## src/rtl/itoa_fmt_pkg.sv

```systemverilog
`timescale 1ns / 1ps
// ----------------------------------------------------------------------------
// itoa_fmt_pkg
// Shared types, codes and helpers for the integer to ascii formatter.
// ----------------------------------------------------------------------------
package itoa_fmt_pkg;

  localparam int VAL_W      = 64;
  localparam int NUM_DIGITS = 20;
  localparam int DIG_W      = 4 * NUM_DIGITS;
  localparam int BITCNT_W   = 6;
  localparam int DIGCNT_W   = 5;
  localparam int FWIDTH_W   = 6;

  localparam logic [1:0] KIND_UDEC  = 2'd0;
  localparam logic [1:0] KIND_SDEC  = 2'd1;
  localparam logic [1:0] KIND_HEXLO = 2'd2;
  localparam logic [1:0] KIND_HEXUP = 2'd3;

  localparam logic [7:0] CHR_ZERO  = 8'h30;
  localparam logic [7:0] CHR_SPACE = 8'h20;
  localparam logic [7:0] CHR_MINUS = 8'h2d;
  localparam logic [7:0] CHR_UP_A  = 8'h41;
  localparam logic [7:0] CHR_LO_A  = 8'h61;

  typedef enum logic [2:0] {
    ST_IDLE,
    ST_CONV,
    ST_NORM,
    ST_SIGN,
    ST_PAD,
    ST_DIG
  } fmt_state_t;

  // ascii for one digit nibble
  function automatic logic [7:0] digit_char(input logic [3:0] d, input logic upper);
    logic [7:0] base;
    begin
      base = upper ? CHR_UP_A : CHR_LO_A;
      if (d < 4'd10) begin
        digit_char = CHR_ZERO + {4'd0, d};
      end else begin
        digit_char = base + {4'd0, d - 4'd10};
      end
    end
  endfunction

endpackage

```

## src/rtl/integer_to_ascii_formatter_core.sv

```systemverilog
`timescale 1ns / 1ps
// ----------------------------------------------------------------------------
// integer_to_ascii_formatter_core
// Formats a 64-bit operand as decimal or hex ascii, one character at a time.
// ----------------------------------------------------------------------------
// A word is taken on a rising edge with start high and busy low: kind, value,
// minimum field width and zero pad flag. The characters come out most
// significant first on out_char, each held for exactly one cycle with
// out_valid high; out_last marks the final character. The receiver cannot
// stall, so every strobed character is taken at the end of its cycle.
// Decimal kinds run a bit-serial double-dabble over the 64 operand bits
// (one bit per cycle into a 20-digit bcd shift register); hex kinds load the
// nibbles directly. Leading zero digits are then stripped one per cycle, up
// to 19 of them, and a final normalise step sets up the output, after which
// sign, padding and digits stream out at one character per cycle.
// busy stays high until the last character has gone out. A synchronous reset
// returns the block to idle, dropping any item in progress.
// ----------------------------------------------------------------------------
module integer_to_ascii_formatter_core #(
  parameter int MAX_WIDTH = 40
) (
  input  logic                                 clk,
  input  logic                                 rst_n,
  input  logic                                 start,
  output logic                                 busy,
  input  logic [1:0]                           in_req_type,
  input  logic [itoa_fmt_pkg::VAL_W-1:0]       in_value,
  input  logic [itoa_fmt_pkg::FWIDTH_W-1:0]    in_pad_width,
  input  logic                                 in_zero_pad,
  output logic                                 out_valid,
  output logic [7:0]                           out_char,
  output logic                                 out_last
);
  import itoa_fmt_pkg::*;

  localparam logic [FWIDTH_W-1:0] MAX_W = FWIDTH_W'(MAX_WIDTH);

  fmt_state_t            state_r, state_nxt;
  logic [VAL_W-1:0]      bin_r, bin_nxt;
  logic [DIG_W-1:0]      digs_r, digs_nxt;
  logic [BITCNT_W-1:0]   bit_cnt_r, bit_cnt_nxt;
  logic [DIGCNT_W-1:0]   dig_cnt_r, dig_cnt_nxt;
  logic [FWIDTH_W-1:0]   pad_cnt_r, pad_cnt_nxt;
  logic [FWIDTH_W-1:0]   width_r, width_nxt;
  logic                  neg_r, neg_nxt;
  logic                  zpad_r, zpad_nxt;
  logic                  upper_r, upper_nxt;

  logic                  in_neg;
  logic [VAL_W-1:0]      in_mag;
  logic [FWIDTH_W-1:0]   in_wsat;
  logic [DIG_W-1:0]      dd_adj;
  logic [3:0]            top_dig;
  logic [FWIDTH_W-1:0]   dig_cnt_ext;
  logic [FWIDTH_W-1:0]   pad_calc;

  assign in_neg      = (in_req_type == KIND_SDEC) && in_value[VAL_W-1];
  assign in_mag      = in_neg ? (~in_value + VAL_W'(1)) : in_value;
  assign in_wsat     = (in_pad_width > MAX_W) ? MAX_W : in_pad_width;
  assign top_dig     = digs_r[DIG_W-1 -: 4];
  assign dig_cnt_ext = FWIDTH_W'(dig_cnt_r);
  assign pad_calc    = (width_r > dig_cnt_ext) ? (width_r - dig_cnt_ext) : '0;

  // add-3 correction on every bcd digit
  always_comb begin
    for (int i = 0; i < NUM_DIGITS; i++) begin
      if (digs_r[4*i +: 4] >= 4'd5) begin
        dd_adj[4*i +: 4] = digs_r[4*i +: 4] + 4'd3;
      end else begin
        dd_adj[4*i +: 4] = digs_r[4*i +: 4];
      end
    end
  end

  always_ff @(posedge clk) begin
    if (!rst_n) begin
      state_r <= ST_IDLE;
    end else begin
      state_r <= state_nxt;
    end
  end

  always_ff @(posedge clk) begin
    bin_r     <= bin_nxt;
    digs_r    <= digs_nxt;
    bit_cnt_r <= bit_cnt_nxt;
    dig_cnt_r <= dig_cnt_nxt;
    pad_cnt_r <= pad_cnt_nxt;
    width_r   <= width_nxt;
    neg_r     <= neg_nxt;
    zpad_r    <= zpad_nxt;
    upper_r   <= upper_nxt;
  end

  always_comb begin
    state_nxt   = state_r;
    bin_nxt     = bin_r;
    digs_nxt    = digs_r;
    bit_cnt_nxt = bit_cnt_r;
    dig_cnt_nxt = dig_cnt_r;
    pad_cnt_nxt = pad_cnt_r;
    width_nxt   = width_r;
    neg_nxt     = neg_r;
    zpad_nxt    = zpad_r;
    upper_nxt   = upper_r;
    busy        = 1'b1;
    out_valid   = 1'b0;
    out_char    = CHR_ZERO;
    out_last    = 1'b0;

    case (state_r)
      ST_IDLE: begin
        busy = 1'b0;
        if (start) begin
          neg_nxt     = in_neg;
          zpad_nxt    = in_zero_pad;
          upper_nxt   = (in_req_type == KIND_HEXUP);
          width_nxt   = (in_neg && in_wsat != '0) ? (in_wsat - FWIDTH_W'(1)) : in_wsat;
          dig_cnt_nxt = DIGCNT_W'(NUM_DIGITS);
          bit_cnt_nxt = '1;
          bin_nxt     = in_mag;
          if (in_req_type == KIND_HEXLO || in_req_type == KIND_HEXUP) begin
            digs_nxt  = {{(DIG_W-VAL_W){1'b0}}, in_mag};
            state_nxt = ST_NORM;
          end else begin
            digs_nxt  = '0;
            state_nxt = ST_CONV;
          end
        end
      end
      ST_CONV: begin
        digs_nxt    = {dd_adj[DIG_W-2:0], bin_r[VAL_W-1]};
        bin_nxt     = {bin_r[VAL_W-2:0], 1'b0};
        bit_cnt_nxt = bit_cnt_r - BITCNT_W'(1);
        if (bit_cnt_r == '0) begin
          state_nxt = ST_NORM;
        end
      end
      ST_NORM: begin
        if (dig_cnt_r > DIGCNT_W'(1) && top_dig == 4'd0) begin
          digs_nxt    = {digs_r[DIG_W-5:0], 4'd0};
          dig_cnt_nxt = dig_cnt_r - DIGCNT_W'(1);
        end else begin
          pad_cnt_nxt = pad_calc;
          if (neg_r) begin
            state_nxt = ST_SIGN;
          end else if (pad_calc != '0) begin
            state_nxt = ST_PAD;
          end else begin
            state_nxt = ST_DIG;
          end
        end
      end
      ST_SIGN: begin
        out_valid = 1'b1;
        out_char  = CHR_MINUS;
        state_nxt = (pad_cnt_r != '0) ? ST_PAD : ST_DIG;
      end
      ST_PAD: begin
        out_valid   = 1'b1;
        out_char    = zpad_r ? CHR_ZERO : CHR_SPACE;
        pad_cnt_nxt = pad_cnt_r - FWIDTH_W'(1);
        if (pad_cnt_r == FWIDTH_W'(1)) begin
          state_nxt = ST_DIG;
        end
      end
      ST_DIG: begin
        out_valid   = 1'b1;
        out_char    = digit_char(top_dig, upper_r);
        out_last    = (dig_cnt_r == DIGCNT_W'(1));
        digs_nxt    = {digs_r[DIG_W-5:0], 4'd0};
        dig_cnt_nxt = dig_cnt_r - DIGCNT_W'(1);
        if (dig_cnt_r == DIGCNT_W'(1)) begin
          state_nxt = ST_IDLE;
        end
      end
      default: begin
        state_nxt = ST_IDLE;
      end
    endcase
  end

endmodule

```

## config.mk

```make
export PLATFORM = sky130hd
export DESIGN_NAME = integer_to_ascii_formatter_core
export DESIGN_NICKNAME = d
export VERILOG_FILES = /design/src/rtl/itoa_fmt_pkg.sv /design/src/rtl/integer_to_ascii_formatter_core.sv
export SDC_FILE = /design/constraint.sdc
export NUM_CORES = 1
export LEC_CHECK = 0
export BUFFER_PORTS_ARGS = -buffer_cell sky130_fd_sc_hd__buf_2
export CAP_MARGIN = 20
export CORE_ASPECT_RATIO = 1.5
export CORE_MARGIN = 3
export CORE_UTILIZATION = 50
export DETAILED_ROUTE_END_ITERATION = 10
export GPL_ROUTABILITY_DRIVEN = 0
export PLACE_DENSITY = 0.75
export SLEW_MARGIN = 20
export SYNTH_ARGS = -nofsm -noshare
export SYNTH_HDL_FRONTEND = slang
export SYNTH_SLANG_ARGS = --single-unit
```

## constraint.sdc

```tcl
create_clock -name clk -period 11.5 [get_ports clk]
set_input_delay 2.3 -clock clk [delete_from_list [all_inputs] [get_ports clk]]
set_output_delay 2.3 -clock clk [all_outputs]
set_load 0.05 [all_outputs]
```

[After elaboration in Yosys (flattened, before gate mapping)]
Index checks and enable logic that the tools add are counted.
Operators by class
  reductions and logical operators: 21
  $add $sub $neg: 29
  bitwise gates (word level): 1
  equal/unequal tests: 16
  $lt $le $gt $ge: 24
  multiplexer cells: 54
Operators by type and width (count)
  80-bit one-hot mux with 4 select lines: 1
  64-bit two-way mux: 3
  80-bit two-way mux: 2
  64-bit one-hot mux with 2 select lines: 1
  4-bit by 3-bit greater-or-equal comparator with 1-bit output (second input constant): 20
  4-bit by 2-bit adder with 4-bit output (second input constant): 19
  4-bit two-way mux: 19
  64-bit by 1-bit adder with 64-bit output (second input constant): 1
  64-bit inverter: 1
  6-bit two-way mux: 6
  6-bit one-hot mux with 2 select lines: 2
  8-bit one-hot mux with 3 select lines: 1
  3-bit two-way mux: 7
  3-bit one-hot mux with 6 select lines: 1
  6-bit nonzero test: 3
  6-bit by 1-bit subtractor with 6-bit output (second input constant): 3
  5-bit two-way mux: 3
  5-bit one-hot mux with 3 select lines: 1
  2-bit inequality test (second input constant): 6
  7-bit by 4-bit adder with 8-bit output: 1
  8-bit two-way mux: 1
  6-bit by 4-bit adder with 7-bit output (first input constant): 1
  3-bit by 2-bit equality test with 1-bit output (second input constant): 2
  3-bit equality test (second input constant): 2
  other kinds (27): 38
Storage, ports and cells
  output and inout port bits: 11
  register bits: 173
  logic and storage cells: 155
  input port bits: 76

[Depth between registers and ports, before layout]
  depth in word-level cells: 7
  mapped depth: 11
  depth with buffers taken out: 11

[Worst setup path before layout]
No wires, ideal clock.
  path type: input port to flip-flop
  start: in start
  end: reg digs_r[0] (enable)
  buffers on the path: 0
  setup slack: 2.745 ns
  required time: 10.871 ns
  stages: 4
  data arrival time: 8.126 ns
  library setup time: 0.629 ns
  cells stage by stage: inv_1 > nor2_1 > a21oi_1 > o21ai_0
Between the ends
  longest elaborated chain between the ends: 2
RTL lines
  start: declaration: line integer_to_ascii_formatter_core.sv:24  | input logic start,
  2-bit inequality test (no line)
  3-bit AND reduction (no line)
  end signal: assignment: line integer_to_ascii_formatter_core.sv:85  | digs_r <= digs_nxt;
  end: declaration: line integer_to_ascii_formatter_core.sv:40  | logic [DIG_W-1:0] digs_r, digs_nxt;
No other way between the ends.
A chain may end at the register's enable or synchronous reset.

[Worst setup path after layout]
  start: in in_value[5] in the netlist's numbering
  end: reg bin_r[58] (data pin)
Between the ends
  longest elaborated chain between the ends: 5
RTL lines
  start: declaration: line integer_to_ascii_formatter_core.sv:27  | input logic [itoa_fmt_pkg::VAL_W-1:0] in_value,
  64-bit inverter: line integer_to_ascii_formatter_core.sv:58  | assign in_mag = in_neg ? (~in_value + VAL_W'(1)) : in_value;
  64-bit by 1-bit adder with 64-bit output: line integer_to_ascii_formatter_core.sv:58
  64-bit two-way mux: line integer_to_ascii_formatter_core.sv:58
  64-bit two-way mux: line integer_to_ascii_formatter_core.sv:114  | if (start) begin
  64-bit one-hot mux with 2 select lines: line integer_to_ascii_formatter_core.sv:111  | case (state_r)
  net bin_nxt[58]: line integer_to_ascii_formatter_core.sv:39  | logic [VAL_W-1:0] bin_r, bin_nxt;
  end signal: assignment: line integer_to_ascii_formatter_core.sv:84  | bin_r <= bin_nxt;
  end: declaration: line integer_to_ascii_formatter_core.sv:39
The timed path passes the listed nets, and every way through them passes these cells. The select of a mux whose other input is x is not followed.

==> impl_metrics.yaml <==
global_routing:
  overflow: 0
  grt_pass1_wl_mm: 44.7
  antenna_found_initial: 4
  grt_use_total_pct: 22.5
  grt_max_degree: 79
  grt_pass1_vias: 9164
setup_path:
  worstRegToRegCells: 6
  critPathCapture: "bin_r[58]$_DFFE_PP_"
  cp.arrival_ns: 4.82
  crit_fanout: 7
  cp-end-kind: "flop"
  reg2reg_to: "digs_r[45]$_DFFE_PP_"
  ff2ff_setup_slack_ns: 8.41
  worstSetupStartpointType: "input pin"
  r2r_start: "state_r[2]$_SDFFE_PN0P_"
  crit_required_ns: 11.65
  timing.critical_path.from: "in_value[5]"
  crit_type: "input pin to flop"
yosys:
  synth_top_family_by_area: "compound AO/OA/AOI/OAI gates"
  avgSynthCellArea_um2: 9.51
  synthArstFlopShare_pct: 0
  synthSimpleGateAreaFrac_pct: 15.6
  synth_adder_area_share_pct: 6.30
  ys_top_cells_by_area: "edfxtp_1 (45%), o21ai_0 (6.3%), ha_1 (6.1%)"
  synth_fp_nets: 1335
  synth_warnings: 0
  synth-xor-area-share_pct: 7.89
  syn_inst: 1202
  synthMuxAreaShare_pct: 0.449
  synth_cell_types: 65
  netlist_area_mm2: 0.0114
  synth_edf_count: 170
  synthFlopType: "edfxtp_1"
  synth.top_cell.area_share_pct: 44.6
  yosys.area.top_type: "edfxtp_1"
  synth_compound_area_share_pct: 20.5
  yosysSeqAreaShare_pct: 45.2
  ys_ff_latch: 173
timing:
  max_freq_ghz: 0.214
  setup_viol: 0
  post-route-period-util_pct: 40.6
  fin_skew_ns: 0.0125
  final_max_slew_viol_count: 0
  worst_pin_slew_ns: 0.932
  rsz0062_at_grt: "false"
  period_minus_slack_ns: 4.67
  slew_headroom_pct: 37.6
  fin_hold_ws_ns: 0.526
  hold_violations: 0
  fin_setup_tns_ns: 0
clocking:
  post_cts_buffers: 0
  cts.sinks: 173
  clock_latency_ns: 0.43
  htree_levels: 4
  cts_root_buf: "clkbuf_16"
  holdBufCountCts: 0
  clock_path_buffers: 2
  numCtsBuffers: 17
  cts_tree: "built"
  cts-resized-gates: 0
  clk_pin_slew_ns: 0.07
power_and_ir_drop:
  internal_power_w: 0.00198
  p_sw_w: 0.00134
  vdd_drop_max_mv: 0.140
  power_density_mw_per_mm2: 263
  seqPwrFrac_pct: 42.0
  pwr-share-clk_pct: 17.2
  total_power_w: 0.00333
  power.leakage_nw: 4.56
  p_sw_share_pct: 40.4
  combPwrFrac_pct: 40.8
detailed_routing:
  wl_met2_mm: 14.4
  topRoutingLayerUsed: "met5"
  wirelength_mm: 27.8
  wire_per_inst_um: 18.0
  dr_wl_met3_mm: 1.90
  drt-pass1-iter-count: 5
  drt_iter0_markers: 772
  via_count: 9390
  drc_errors: 0
  met1_length_mm: 10.9
  routed_via_density: 6.08
  drtAntennaViolNets: 0
final_layout:
  diodes: 0
  final_nets: 1389
  postLayoutCoreUtil_pct: 56.5
  area_growth_pct: 10.6
  drive_above_1_share_pct: 12.0
status:
  outcome: "completed"
floorplan:
  rows: 67
  fp.coreArea_mm2: 0.0224
  io_pins: 87
  dieArea_mm2: 0.0248
  die-width_um: 129
  die_y_um: 191
  start_util_pct: 51.1
hold_path:
  hold_class: "flop to flop"
  min_from: "bin_r[27]$_DFFE_PP_"
place:
  dpl.hpwl_mm: 18.9
  portBuffers: 85
flow_run:
  cap_violations: 0
==> Yosys cell counts, types with 4 or more instances <==
cell      number
a21oi_1      129
a22oi_1       55
a31oi_1        9
and3_1         4
buf_1          5
clkbuf_1      50
edfxtp_1     170
ha_1          56
inv_1         65
mux2i_1        4
nand2_1       95
nand2b_1      28
nand3_1       10
nor2_1        91
nor2b_1       10
nor3_1        21
nor3b_1       37
nor4_1         6
o21ai_0      145
o21ai_1        8
o221ai_1       7
o22ai_1        7
o31ai_1       17
or2_2          6
or3_1          7
or4_4          5
xnor2_1       54
xor2_1        49
==> registers in the layout, summed over array words and instances, names as in the netlist <==
signal and cells:
digs_r 80, bin_r 64, bit_cnt_r 6, pad_cnt_r 6, width_r 6, dig_cnt_r 5, state_r 3, neg_r 1
upper_r 1, zpad_r 1
==> worst min-delay path by stage <==
stage	slack, ns	endpoint	cells after the start
5_1_grt	0.54	bin_r[50]$_DFFE_PP_	2
4_1_cts	0.53	bin_r[45]$_DFFE_PP_	2
6_report	0.53	bin_r[28]$_DFFE_PP_	2
2_1_floorplan	0.48	bin_r[28]$_DFFE_PP_	2
3_5_place_dp	0.51	bin_r[50]$_DFFE_PP_	2
3_3_place_gp	0.50	bin_r[46]$_DFFE_PP_	2
==> layout by cell type (no fill, tap or decap), types with 5 or more instances in the layout <==
cell type	count
edfxtp_1	170
o21ai_0	143
a21oi_1	129
nand2_1	93
nor2_1	91
buf_2	85
inv_1	65
ha_1	56
a22oi_1	55
xnor2_1	54
xor2_1	49
nor3b_1	37
nand2b_1	28
nor3_1	21
o31ai_1	17
clkbuf_16	17
nor2b_1	10
nand3_1	10
a31oi_1	9
o21ai_1	8
o221ai_1	7
or3_1	7
o22ai_1	7
buf_4	7
or2_2	6
nor4_1	6
or4_4	5
==> metrics by stage <==
step	instance area, µm²	cells	setup WS (ns)
final	12600	1544	6.83
after global routing	12600	1544	6.73
after CTS	12600	1544	6.84
after detailed placement	12100	1513	6.43
after global placement	12100	1513	6.43
after floorplan	11400	1202	2.75
==> cell type report <==
class,instances,area [µm²]
fill,1940,9740
multi-input combinational,907,5850
sequential,173,5160
timing repair buffer,92,478
clock buffer,18,429
tap,276,345
inverter,65,244
clock inverter,13,140
==> power by group through the flow <==
stage	clock network, W	logic, W	registers (W)
after floorplan	0	0.00107	0.00137
after global placement	0	0.00131	0.00139
after detailed placement	0	0.00135	0.00140
after CTS	0.000579	0.00136	0.00139
after global routing	0.000603	0.00155	0.00144
final	0.000571	0.00136	0.00140
==> layer usage <==
| layer | global-route usage [%] | vias to the layer above |
|---|---|---|
| li1 | - | 4512 |
| met4 | 6.96 | 8 |
| met5 | 0 | - |
| met1 | 27.3 | 4489 |
| met3 | 4.84 | 59 |
| met2 | 39.8 | 322 |
==> kinds of logic (layout without fill, tap and decap cells) <==
logic type,after synthesis,count (layout)
AO/OA/AOI/OAI,400,400
XOR/XNOR,103,103
adder cells (fa/ha/maj),57,57
buffers and inverters,122,188
flip-flops,173,173
multiplexers,5,5
other,1,1
AND/OR/NAND/NOR,341,341
==> worst max-delay path, cell delays in order <==
cell,delay [ns]
buf_2,0.13
nor4_1,0.59
nand3b_1,0.27
nor4_4,0.62
nand3_2,0.25
o41a_1,0.44
xnor2_1,0.14
a21oi_1,0.08
Power figures use the tool's default switching activity.
